[config.mk]
export PLATFORM = sky130hd
export DESIGN_NAME = apt_coef_store
export DESIGN_NICKNAME = d
export VERILOG_FILES = /design/src/rtl/apt_pkg.sv /design/src/rtl/apt_coef_store.sv
export SDC_FILE = /design/constraint.sdc
export NUM_CORES = 1
export LEC_CHECK = 0
export BUFFER_PORTS_ARGS = -buffer_cell sky130_fd_sc_hd__buf_2
export CORE_MARGIN = 2
export CORE_UTILIZATION = 30
export CTS_CLUSTER_SIZE = 28
export DETAILED_ROUTE_END_ITERATION = 10
export HOLD_SLACK_MARGIN = 0.08
export PLACE_DENSITY = 0.55
export SLEW_MARGIN = 15
export SYNTH_ARGS = -nofsm -noshare
export SYNTH_HDL_FRONTEND = slang
export SYNTH_SLANG_ARGS = --single-unit
[constraint.sdc]
create_clock -name clk_i -period 1.2 [get_ports clk_i]
set_input_delay 0.24 -clock clk_i [delete_from_list [all_inputs] [get_ports clk_i]]
set_output_delay 0.24 -clock clk_i [all_outputs]
set_load 0.005 [all_outputs]
[src/rtl/apt_pkg.sv]
// shared types and constants for the affine point transform
// no dependencies; imported by every module of the block

package apt_pkg;

  localparam int WordW      = 32;
  localparam int FracBitsDef = 16;
  localparam int CoefNum    = 12;
  localparam int CoefIdxW   = 4;
  localparam int RowNum     = 3;
  localparam int ColNum     = 4;
  localparam int ProdW      = 2 * WordW;
  // products plus scaled translation, with headroom for four terms
  localparam int AccW       = ProdW + 2;

  typedef enum logic [1:0] {
    ActWrite = 2'd0,
    ActPoint = 2'd1,
    ActDir   = 2'd2
  } action_e;

  typedef logic signed [WordW-1:0] word_t;
  typedef word_t [CoefNum-1:0] coef_mat_t;
  typedef word_t [RowNum-1:0] vec_t;
  typedef logic signed [AccW-1:0] acc_t;
  typedef acc_t [RowNum-1:0] acc_vec_t;

  typedef struct packed {
    logic [1:0]            action;
    logic [CoefIdxW-1:0]   coef_index;
    logic signed [WordW-1:0] coef_value;
    logic signed [WordW-1:0] in_x;
    logic signed [WordW-1:0] in_y;
    logic signed [WordW-1:0] in_z;
  } in_item_t;

  typedef struct packed {
    logic signed [WordW-1:0] out_x;
    logic signed [WordW-1:0] out_y;
    logic signed [WordW-1:0] out_z;
    logic                    overflow;
  } out_item_t;

  typedef struct packed {
    logic                  en;
    logic [CoefIdxW-1:0]   idx;
    logic signed [WordW-1:0] value;
  } coef_wr_t;

  typedef struct packed {
    acc_vec_t s01;
    acc_vec_t s2t;
  } part_sum_t;

endpackage

[src/rtl/apt_coef_store.sv]
// twelve coefficient registers, reset to the identity rows
// depends on apt_pkg

module apt_coef_store #(
  parameter int FRAC_BITS = apt_pkg::FracBitsDef
) (
  input  logic               clk_i,
  input  logic               rst_ni,
  input  apt_pkg::coef_wr_t  wr_i,
  output apt_pkg::coef_mat_t coef_o
);
  import apt_pkg::*;

  localparam word_t Ident = word_t'({{(WordW-1){1'b0}}, 1'b1} << FRAC_BITS);
  localparam int Diag0 = 0;
  localparam int Diag1 = ColNum + 1;
  localparam int Diag2 = 2 * (ColNum + 1);

  coef_mat_t coef_q;

  always_ff @(posedge clk_i or negedge rst_ni) begin
    if (!rst_ni) begin
      for (int i = 0; i < CoefNum; i++) begin
        coef_q[i] <= '0;
      end
      coef_q[Diag0] <= Ident;
      coef_q[Diag1] <= Ident;
      coef_q[Diag2] <= Ident;
    end else if (wr_i.en && (wr_i.idx < CoefIdxW'(CoefNum))) begin
      coef_q[wr_i.idx] <= wr_i.value;
    end
  end

  assign coef_o = coef_q;

endmodule

==> flow_metrics.tcl <==
set metrics [dict create \
    outcome "finished with violations" \
    violations "setup timing" \
    max_cap_violations 0 \
    grt_pass1_wl_microns 66800 \
    antenna_found_initial 2 \
    yosysWarnings 0 \
    hold_slack_ps 145 \
    clock_latency_ps 540 \
    fillers 4336 \
    cts_root_buf "clkbuf_16" \
    cp_cell_sequence "buf_6" \
    arrival_ps 1190 \
    crit_family "flip-flops" \
    synthesis.area_sq_um 14400 \
    gp_congestion 0.762 \
    dieHeight_microns 223 \
    ys_top_cells_by_count "dfrtp_1, mux2_2, mux2_1, clkbuf_1, buf_2" \
    fin_cells 2099 \
    synth_top_area_frac 0.663 \
    yosysMostFrequentCell "dfrtp_1" \
    cpMaxStageDelayCell "dfstp_2" \
    end_kind "primary output" \
    overflow 0 \
    ff_latch_area_sq_um 9610 \
    cp_data_required_time_ps 960 \
    postLayoutCellArea_sq_um 20900 \
    drive_gt1_frac 0.704 \
    hold_violations 0 \
    drv_slew 0 \
    die_x_microns 223 \
    grt_max_degree 70 \
    fin_ws_ps -228 \
    area.growth.synth_to_final_pct 45.1 \
    drt-initial-drc-count 363 \
    syn_area_per_cell_sq_um 16.7 \
    ys_seq_area_frac 0.668 \
    powerDensity_nw_per_um2 1980 \
    synth.area.top_cells "dfrtp_1, mux2_2, mux2_1" \
    cts_buffers 43 \
    fin_nets 1489 \
    cts_sinks 384 \
    vdd_drop_max_mv 1.15 \
    fp.coreArea_sq_um 47500 \
    netlist_instances 859 \
    fmax_mhz 700 \
    synth_edf_count 0 \
    multi_input_area_sq_um 4860 \
    clkTransAtPathRegs_ps 60 \
    rsz0062_at_grt "yes" \
    synth_flop_cell "dfrtp_1" \
    clock_path_buffers 3 \
    routed_wl_microns 45500 \
    drtAntennaViolNets 0 \
    dpl.cell_count 1876 \
    die_area_sq_um 49700 \
    largest_reg_flops 384 \
    dp_hpwl_microns 30800 \
    vias 9539 \
    async_reset_ff_frac 1.00 \
    grt_pass1_vias 9877 \
    start_util 0.303 \
    core.rowCount 80 \
    worst_slew_pin_slew_ps 411 \
    synth_top_area_cell "dfrtp_1" \
    hold_path.class "primary input to asynchronous set/reset pin" \
    path_buf_inv 1 \
    synth_seq_cells 384 \
    cpPeakStageDelay_ps 540 \
    timing.final.crit_share 1.19 \
    critPathMaxFanout 2 \
    power_leakage_uw 0.0105 \
    cts_tree "built" \
    start_kind "register" \
    finalClockSkew_ps 0 \
    synth_fp_nets 898 \
    setup_violations 384 \
    routed_via_density 4.54 \
    post-route-util 0.439 \
    final.min_clock_period_ps 1430 \
    grtUsageTotal 0.180 \
    first_pass_iters 4 \
    htreeDepth 2 \
    io_buffers 422 \
    wl_per_cell_microns 21.7 \
    placed_cell_area_sq_um 18100 \
    critPathKind "register to primary output" \
    ioPinCount 423 \
    ys_types 15 \
    relSlewSlack 0.726 \
    drc 0 \
]
kinds of logic after synthesis:
logic type	Yosys count	share of synthesized area
multiplexers	384	0.301
flip-flops	384	0.668
buffers and inverters	72	0.0238
AND/OR/NAND/NOR	19	0.00739
power breakdown:
part | internal, uW | leakage [uW] | total, uW | switching (uW)
sequential | 16000 | 0.00470 | 17600 | 1600
combinational | 6290 | 0.00504 | 10100 | 3840
clock | 8340 | 0.000735 | 13700 | 5320
metal layers:
metal / vias up / global-route usage / part of all wire
met5: - / 0 / 0
met4: 0 / 0.0660 / 0.028
met3: 71 / 0.0473 / 0.061
met2: 287 / 0.293 / 0.48
met1: 4992 / 0.232 / 0.43
li1: 4189 / - / -
placed cells by master, fill, tap and decap left out, types with 2 or more instances in the layout:
cell type	instances
buf_6	35
bufinv_16	3
clkinvlp_4	3
mux2_4	94
or3_2	2
dfrtp_1	381
mux2_1	46
dfstp_2	3
nand3b_1	3
buf_2	386
mux2_2	244
clkinv_2	6
clkbuf_8	14
buf_4	169
clkbuf_16	45
diode_2	2
clkbuf_1	4
nor2_4	6
buf_12	26
final cells by class:
class,count,share of cell area
antenna,2,0.000240
clock buffer,63,0.0639
clock inverter,14,0.00767
multi-input combinational,403,0.233
sequential,384,0.460
tap,615,0.0369
timing repair buffer,618,0.198
final timing paths:
path / depth (start not counted) / slack (ps) / startpoint / to
max: 1 / -230 / coef_o[176]$_DFFE_PN1P_ / coef_o[176]
min: 2 / 150 / rst_ni / coef_o[256]$_DFFE_PN0P_
max reg2reg: 3 / 170 / coef_o[100]$_DFFE_PN0P_ / coef_o[100]$_DFFE_PN0P_
min reg2reg: 1 / 480 / coef_o[158]$_DFFE_PN0P_ / coef_o[158]$_DFFE_PN0P_
max in group asynchronous: 4 / 380 / rst_ni / coef_o[40]$_DFFE_PN0P_
min in group clk_i: 2 / 180 / wr_i[30] / coef_o[158]$_DFFE_PN0P_
repair_timing:
item | CTS | global route
endpoints found under the setup margin | 384 | 384
gates resized for setup | 24 | 14
endpoints found under the hold margin | 381 | 0
pin swaps | 0 | 0
buffers inserted | 83 | 60
gates cloned | 0 | 0
hold buffers | 1 | 0
through the flow:
step / total power (uW) / setup slack (ps) / TNS (ps)
5_1_grt: 43400 / -274 / -56660
4_1_cts: 41100 / -277 / -55760
2_1_floorplan: 21100 / -258 / -49470
3_5_place_dp: 26000 / -489 / -142580
3_3_place_gp: 25800 / -478 / -140650
6_report: 41400 / -228 / -37040
Power figures use the tool's default switching activity.
