`config.mk`:
```
export PLATFORM = sky130hd
export DESIGN_NAME = apt_sum_sat
export DESIGN_NICKNAME = d
export VERILOG_FILES = /design/src/rtl/apt_pkg.sv /design/src/rtl/apt_sum_sat.sv
export SDC_FILE = /design/constraint.sdc
export NUM_CORES = 1
export LEC_CHECK = 0
export BUFFER_PORTS_ARGS = -buffer_cell sky130_fd_sc_hd__buf_4
export CAP_MARGIN = 20
export CORE_ASPECT_RATIO = 0.75
export CORE_MARGIN = 2
export CORE_UTILIZATION = 45
export DETAILED_ROUTE_END_ITERATION = 7
export PLACE_DENSITY = 0.71
export RECOVER_POWER = 100
export SLEW_MARGIN = 20
export SYNTH_ARGS = -nofsm -noshare
export SYNTH_HDL_FRONTEND = slang
export SYNTH_SLANG_ARGS = --single-unit
```
`constraint.sdc`:
```
create_clock -name clk_i -period 9.8 [get_ports clk_i]
set_clock_uncertainty 0.1 [all_clocks]
set_input_delay 1.96 -clock clk_i [delete_from_list [all_inputs] [get_ports clk_i]]
set_output_delay 1.96 -clock clk_i [all_outputs]
set_load 0.1 [all_outputs]
```
`src/rtl/apt_pkg.sv`:
```
// shared types and constants for the affine point transform
// no dependencies; imported by every module of the block

package apt_pkg;

  localparam int WordW      = 32;
  localparam int FracBitsDef = 16;
  localparam int CoefNum    = 12;
  localparam int CoefIdxW   = 4;
  localparam int RowNum     = 3;
  localparam int ColNum     = 4;
  localparam int ProdW      = 2 * WordW;
  // products plus scaled translation, with headroom for four terms
  localparam int AccW       = ProdW + 2;

  typedef enum logic [1:0] {
    ActWrite = 2'd0,
    ActPoint = 2'd1,
    ActDir   = 2'd2
  } action_e;

  typedef logic signed [WordW-1:0] word_t;
  typedef word_t [CoefNum-1:0] coef_mat_t;
  typedef word_t [RowNum-1:0] vec_t;
  typedef logic signed [AccW-1:0] acc_t;
  typedef acc_t [RowNum-1:0] acc_vec_t;

  typedef struct packed {
    logic [1:0]            action;
    logic [CoefIdxW-1:0]   coef_index;
    logic signed [WordW-1:0] coef_value;
    logic signed [WordW-1:0] in_x;
    logic signed [WordW-1:0] in_y;
    logic signed [WordW-1:0] in_z;
  } in_item_t;

  typedef struct packed {
    logic signed [WordW-1:0] out_x;
    logic signed [WordW-1:0] out_y;
    logic signed [WordW-1:0] out_z;
    logic                    overflow;
  } out_item_t;

  typedef struct packed {
    logic                  en;
    logic [CoefIdxW-1:0]   idx;
    logic signed [WordW-1:0] value;
  } coef_wr_t;

  typedef struct packed {
    acc_vec_t s01;
    acc_vec_t s2t;
  } part_sum_t;

endpackage

```
`src/rtl/apt_sum_sat.sv`:
```
// final adder stage, then shift, saturation and the output register
// depends on apt_pkg

module apt_sum_sat #(
  parameter int FRAC_BITS = apt_pkg::FracBitsDef
) (
  input  logic               clk_i,
  input  logic               rst_ni,
  input  logic               valid_i,
  output logic               ready_o,
  input  apt_pkg::part_sum_t psum_i,
  output logic               out_valid_o,
  input  logic               out_stall_i,
  output apt_pkg::out_item_t out_item_o
);
  import apt_pkg::*;

  logic      v3_q, ov_q;
  logic      en3, eno;
  acc_vec_t  acc_q;
  out_item_t out_q;

  assign eno     = !ov_q || !out_stall_i;
  assign en3     = !v3_q || eno;
  assign ready_o = en3;

  always_ff @(posedge clk_i or negedge rst_ni) begin
    if (!rst_ni) begin
      v3_q <= 1'b0;
      ov_q <= 1'b0;
    end else begin
      if (en3) v3_q <= valid_i;
      if (eno) ov_q <= v3_q;
    end
  end

  always_ff @(posedge clk_i) begin
    if (en3 && valid_i) begin
      for (int r = 0; r < RowNum; r++) begin
        acc_q[r] <= psum_i.s01[r] + psum_i.s2t[r];
      end
    end
  end

  vec_t res;
  logic [RowNum-1:0] sat;

  always_comb begin
    acc_t sh;
    logic [AccW-WordW:0] upper;
    for (int r = 0; r < RowNum; r++) begin
      sh     = acc_q[r] >>> FRAC_BITS;
      upper  = sh[AccW-1:WordW-1];
      sat[r] = !((&upper) || !(|upper));
      if (sat[r]) begin
        res[r] = sh[AccW-1] ? {1'b1, {(WordW-1){1'b0}}} : {1'b0, {(WordW-1){1'b1}}};
      end else begin
        res[r] = sh[WordW-1:0];
      end
    end
  end

  always_ff @(posedge clk_i) begin
    if (eno && v3_q) begin
      out_q.out_x    <= res[0];
      out_q.out_y    <= res[1];
      out_q.out_z    <= res[2];
      out_q.overflow <= |sat;
    end
  end

  assign out_valid_o = ov_q;
  assign out_item_o  = out_q;

endmodule

```
==> impl_metrics.env, run 1 <==
export IMPL_status="complete, but fails checks"
export IMPL_violations="max-capacitance violations, max-slew violations"
export IMPL_drive_gt1_share_pct=18.9
export IMPL_portBuffers=498
export IMPL_layout_commonest_cell="buf_4"
export IMPL_num_vias=16918
export IMPL_p_per_area_mw_per_mm2=160
export IMPL_timing_rr_start="out_valid_o$_DFFE_PN0P_"
export IMPL_multi_input_area_mm2=0.0107
export IMPL_via_per_inst=5.85
export IMPL_cts_made_buffers=26
export IMPL_syn_to_final_growth_pct=24.3
export IMPL_setup_worst_path_end="out_item_o[3]$_DFFE_PP_"
export IMPL_hold_depth=1
export IMPL_fillers=3737
export IMPL_crit_path_end_kind="flip-flop"
export IMPL_hold_viol=0
export IMPL_seq_area_mm2=0.00747
export IMPL_synth_top_cell_by_area="edfxtp_1"
export IMPL_ant_nets=0
export IMPL_clock_path_buffers=3
export IMPL_synth_async_sr_flop_share_pct=0.803
export IMPL_synth_nets=2490
export IMPL_clk_pin_slew_ps=60
export IMPL_chipHeight_um=180
export IMPL_whs_ps=381
export IMPL_startpoint_type="input pin"
export IMPL_ys_warnings_count=0
export IMPL_cts_root_buf="clkbuf_16"
export IMPL_path_max_fanout=70
export IMPL_setup_viol=0
export IMPL_diodes=0
export IMPL_synthCells=1898
export IMPL_cts_sinks=249
export IMPL_r2r_end="out_item_o[3]$_DFFE_PP_"
export IMPL_drc=0
export IMPL_track_usage_pct=25.3
export IMPL_ff2ff_setup_slack_ps=3960
export IMPL_synth_seq_area_share_pct=40.1
export IMPL_io_pins=499
export IMPL_post_route_period_util_pct=70.2
export IMPL_critPathArrivalTime_ps=6910
export IMPL_cap_violations=6
export IMPL_synth_area_mm2=0.0186
export IMPL_antenna_found_initial=0
export IMPL_wl_per_cell_um=19.7
export IMPL_core_area_mm2=0.0408
export IMPL_gp_congestion=0.949
export IMPL_grt_pass1_wl_um=87600
export IMPL_ff2ff_path_depth=2
export IMPL_start_util_pct=45.7
export IMPL_synthFlopType="edfxtp_1"
export IMPL_grt_overflow_total=0
export IMPL_ir_worst_vdd_uv=117
export IMPL_slew_viol_final=236
export IMPL_die_width_um=239
export IMPL_cts_setup_buffers=0
export IMPL_synth_avg_cell_area_um2=9.82
export IMPL_h_tree_depth=1
export IMPL_drt_first_iter_violations=1467
export IMPL_tritoncts="yes"
export IMPL_tightest_slew_ps=4210
export IMPL_netlist_area_leader_share_pct=39.8
export IMPL_routed_wl_um=57000
export IMPL_power_leakage_nw=10.2
export IMPL_setup_tns_final_ps=0
export IMPL_critPathKind="input pin to flip-flop"
export IMPL_synth_edf_count=247
export IMPL_required_ps=9830
export IMPL_fin_crit_ps=6880
export IMPL_clock_latency_ps=550
export IMPL_ctsHoldBuffers=0
export IMPL_dp_hpwl_um=46300
export IMPL_final_cell_mix="buf_4 (387), edfxtp_1 (247), a21o_1 (215)"
export IMPL_slew_headroom_pct=-183
export IMPL_min_path_type="flip-flop to flip-flop"
export IMPL_synthTopCellsByArea="edfxtp_1 (40%), ha_1 (13%), a21o_1 (8.7%), a21oi_1 (5.2%), xnor2_1 (3.8%)"
export IMPL_startpoint="out_stall_i"
export IMPL_num_rows=64
export IMPL_cts_resized=0
export IMPL_grt_max_degree=71
export IMPL_grt_pass1_vias=16009
export IMPL_grt_setup_unrepaired="false"
export IMPL_fmax_ghz=0.145
export IMPL_ys_seq_elements=249
export IMPL_nets=2935
export IMPL_yosysUniqueCellTypes=79
export IMPL_die_area_mm2=0.0431
export IMPL_dr_pass1_iters=5
-- registers in the layout, summed over array words and instances (netlist names) --
signal / cells
acc_q: 150
out_item_o: 97
v3_q: 1
out_valid_o: 1
-- worst min path at each step --
stage | start | end | slack, ps
final | v3_q$_DFFE_PN0N_ | out_valid_o$_DFFE_PN0P_ | 380
after global placement | v3_q$_DFFE_PN0N_ | out_valid_o$_DFFE_PN0P_ | 360
after detailed placement | v3_q$_DFFE_PN0N_ | out_valid_o$_DFFE_PN0P_ | 370
after floorplan | v3_q$_DFFE_PN0N_ | out_valid_o$_DFFE_PN0P_ | 340
after CTS | v3_q$_DFFE_PN0N_ | out_valid_o$_DFFE_PN0P_ | 390
after global routing | v3_q$_DFFE_PN0N_ | out_valid_o$_DFFE_PN0P_ | 410
-- where the power goes --
part           switching, mW  internal [mW]
logic                  0.843          0.435
registers             0.0475           1.36
clock network          0.409          0.603
total                   1.30           2.40
-- layer usage --
layer,GRT usage (%),vias up,share of wire [%]
met1,36.6,8026,46
met2,40.5,632,45
met3,3.13,71,6.3
met4,5.73,0,2.4
met5,0,-,0
li1,-,8189,-
-- cell type report --
| class | instances | area share [%] |
|---|---|---|
| clock buffer | 28 | 2.93 |
| clock inverter | 19 | 0.826 |
| inverter | 32 | 0.518 |
| multi-input combinational | 1526 | 46.0 |
| sequential | 249 | 32.2 |
| tap | 528 | 2.85 |
| timing repair buffer | 508 | 14.7 |
-- logic make-up (layout without fill, tap and decap cells) --
| kind of cell | Yosys count | in the layout | share of synthesized area [%] |
|---|---|---|---|
| xor gates and xnor gates | 141 | 141 | 6.62 |
| and+or+nand+nor | 493 | 493 | 13.2 |
| DFF | 249 | 249 | 40.1 |
| adders and majority gates | 192 | 192 | 12.9 |
| AOI/OAI and AO/OA | 698 | 698 | 24.6 |
| muxes | 2 | 2 | 0.107 |
| buffers and inverters | 123 | 587 | 2.52 |
-- stage by stage --
| step | setup slack (ps) | total power, mW | util [%] | cell area, µm² | instances |
|---|---|---|---|---|---|
| 6_report | 2920 | 3.70 | 56.8 | 23200 | 2890 |
| 5_1_grt | 2430 | 3.87 | 56.8 | 23200 | 2890 |
| 4_1_cts | 4890 | 3.75 | 58.0 | 23700 | 2890 |
| 3_5_place_dp | 4340 | 2.74 | 55.9 | 22800 | 2843 |
| 3_3_place_gp | 4300 | 2.72 | 55.9 | 22800 | 2843 |
| 2_1_floorplan | 40.1 | 2.35 | - | 18600 | 1898 |
-- worst max-delay path, stage by stage --
cell,delay [ps]
clkbuf_1,90
a21boi_0,3040
clkbuf_2,1700
-- synthesized netlist by cell type, drive strengths merged, types with 4 or more instances --
| library cell | n |
|---|---|
| a31oi | 28 |
| clkbuf | 84 |
| a2111oi | 4 |
| nand4 | 73 |
| or3 | 6 |
| a221oi | 9 |
| nor2 | 98 |
| buf | 7 |
| and2 | 9 |
| a211oi | 22 |
| nor2b | 17 |
| a21oi | 193 |
| nor4 | 23 |
| nor3 | 26 |
| o221ai | 5 |
| o31ai | 9 |
| ha | 192 |
| xor2 | 60 |
| o21ba | 4 |
| inv | 31 |
| a31o | 4 |
| nand3 | 41 |
| xnor2 | 81 |
| nand2b | 13 |
| and4 | 13 |
| o21a | 11 |
| o21ai | 113 |
| a41oi | 4 |
| edfxtp | 247 |
| nand2 | 142 |
| and3 | 19 |
| a21o | 215 |
| a21boi | 7 |
| o211ai | 9 |
| o21bai | 26 |
No activity file was read; power rests on OpenSTA's default activity.
==> inputs of run 2 (changes only) <==
Clock period 9.8 ns to 6.9 ns, I/O delays scaled along.
==> impl_metrics.env, run 2 (synthesized netlist as in run 1, its figures left out) <==
export IMPL_utilization_pct=56.7
export IMPL_cts_root_buf="clkbuf_16"
export IMPL_cap_violations=8
export IMPL_min_path_type="flip-flop to flip-flop"
export IMPL_syn_to_final_growth_pct=24.2
export IMPL_cts_resized=0
export IMPL_cts_made_buffers=26
export IMPL_clk_pin_slew_ps=60
export IMPL_gp_congestion=0.981
export IMPL_drive_gt1_share_pct=18.8
export IMPL_dp_cells=2843
export IMPL_layout_commonest_cell="buf_4"
export IMPL_grt_pass1_vias=16163
export IMPL_nets=2935
export IMPL_num_vias=17113
export IMPL_drt_first_iter_violations=1431
export IMPL_fin_crit_ps=4860
export IMPL_critPathKind="input pin to flip-flop"
export IMPL_drc=0
export IMPL_ir_worst_vdd_uv=203
export IMPL_setup_viol=0
export IMPL_antenna_found_initial=0
export IMPL_grt_max_degree=70
export IMPL_post_route_period_util_pct=70.5
export IMPL_cts_setup_buffers=0
export IMPL_num_rows=64
export IMPL_track_usage_pct=25.9
export IMPL_tightest_slew_ps=2490
export IMPL_chipHeight_um=180
export IMPL_crit_path_end_kind="flip-flop"
export IMPL_required_ps=7190
export IMPL_ant_nets=0
export IMPL_hold_viol=0
export IMPL_power_leakage_nw=10.2
export IMPL_startpoint_type="input pin"
export IMPL_cts_sinks=249
export IMPL_core_area_mm2=0.0408
export IMPL_diodes=0
export IMPL_path_cells="clkbuf_4 -> ha_1 -> a21oi_1 -> o22ai_1 -> nor3_1 -> o221ai_1 -> a311o_1 -> a41oi_1 -> o21ai_0 -> a211oi_1 -> mux2i_1 -> o2111a_1"
export IMPL_die_area_mm2=0.0431
export IMPL_final_cell_mix="buf_4 (384), edfxtp_1 (247), a21o_1 (215)"
export IMPL_wl_per_cell_um=20.1
export IMPL_clock_path_buffers=3
export IMPL_clock_latency_ps=540
export IMPL_die_width_um=239
export IMPL_slowest_delay_ps=630
export IMPL_dp_hpwl_um=47000
export IMPL_path_max_fanout=6
export IMPL_violations="max-capacitance violations, max-slew violations"
export IMPL_status="complete, but fails checks"
export IMPL_crit_slowest_cell="a211oi_1"
export IMPL_setup_tns_final_ps=0
export IMPL_grt_setup_unrepaired="false"
export IMPL_via_per_inst=5.92
export IMPL_tritoncts="yes"
export IMPL_start_util_pct=45.7
export IMPL_stdcell_count=2891
export IMPL_portBuffers=498
export IMPL_ctsHoldBuffers=0
export IMPL_h_tree_depth=1
export IMPL_grt_pass1_wl_um=89400
export IMPL_routed_wl_um=58200
export IMPL_largest_reg_flops=150
export IMPL_critPathArrivalTime_ps=5160
export IMPL_slew_headroom_pct=-66.3
export IMPL_io_pins=499
export IMPL_top_register="acc_q"
export IMPL_slew_viol_final=319
export IMPL_dr_pass1_iters=7
export IMPL_grt_overflow_total=0
export IMPL_fmax_ghz=0.206
export IMPL_p_per_area_mw_per_mm2=225
export IMPL_whs_ps=386
[run 2: changes by cell type in the layout (fill, tap and decap cells not counted), sizes merged]
cell,change
buf,-3
bufinv,-2
clkbuf,+4
clkinv,-1
clkinvlp,+2
inv,+1
[run 2: path summary, 6_finish.rpt]
path	from	endpoint	slack [ps]	cells after the start
max	psum_i[83]	acc_q[126]$_DFFE_PP_	2040	12
min	v3_q$_DFFE_PN0N_	out_valid_o$_DFFE_PN0P_	390	1
max reg2reg	acc_q[116]$_DFFE_PP_	out_item_o[45]$_DFFE_PP_	2430	7
min reg2reg	v3_q$_DFFE_PN0N_	out_valid_o$_DFFE_PN0P_	390	1
max in group asynchronous	rst_ni	out_valid_o$_DFFE_PN0P_	6050	1
min in group asynchronous	rst_ni	v3_q$_DFFE_PN0N_	520	1
[run 2: critical path: cells and delay by family]
family	cells	cell delay, ps
adders and majority gates	1	380
buffers and inverters	1	110
and+or+nand+nor	1	230
muxes	1	260
AOI/OAI and AO/OA	8	2780
[run 2: metal layers]
| metal | vias up | track usage, % | share of wire (%) |
|---|---|---|---|
| met5 | - | 0 | 0 |
| met4 | 0 | 6.28 | 2.7 |
| met3 | 80 | 3.77 | 6.6 |
| met2 | 709 | 41.0 | 45 |
| met1 | 8132 | 37.4 | 46 |
| li1 | 8192 | - | - |
[run 2: where the power goes]
| part | switching [mW] | internal [mW] | leakage [nW] | total [mW] |
|---|---|---|---|---|
| clock network | 0.589 | 0.790 | 0.399 | 1.38 |
| logic | 1.21 | 0.619 | 7.43 | 1.82 |
| registers | 0.0674 | 1.94 | 2.39 | 2.00 |
[run 2: area by class of cell]
type	count	area, µm²
Clock buffer	29	683
Clock inverter	19	156
Fill cell	3689	17700
Inverter	32	120
Multi-Input combinational cell	1526	10700
Sequential cell	249	7470
Tap cell	528	661
Timing Repair Buffer	508	3390
[run 2: per-stage QoR]
stage / power (mW) / area, µm² / setup WS [ps]
detailed placement: 3.89 / 22800 / 2020
global placement: 3.87 / 22800 / 2090
global route: 5.45 / 23100 / 1670
CTS: 5.28 / 23700 / 2580
finish: 5.21 / 23100 / 2040
floorplan: 3.33 / 18600 / 468
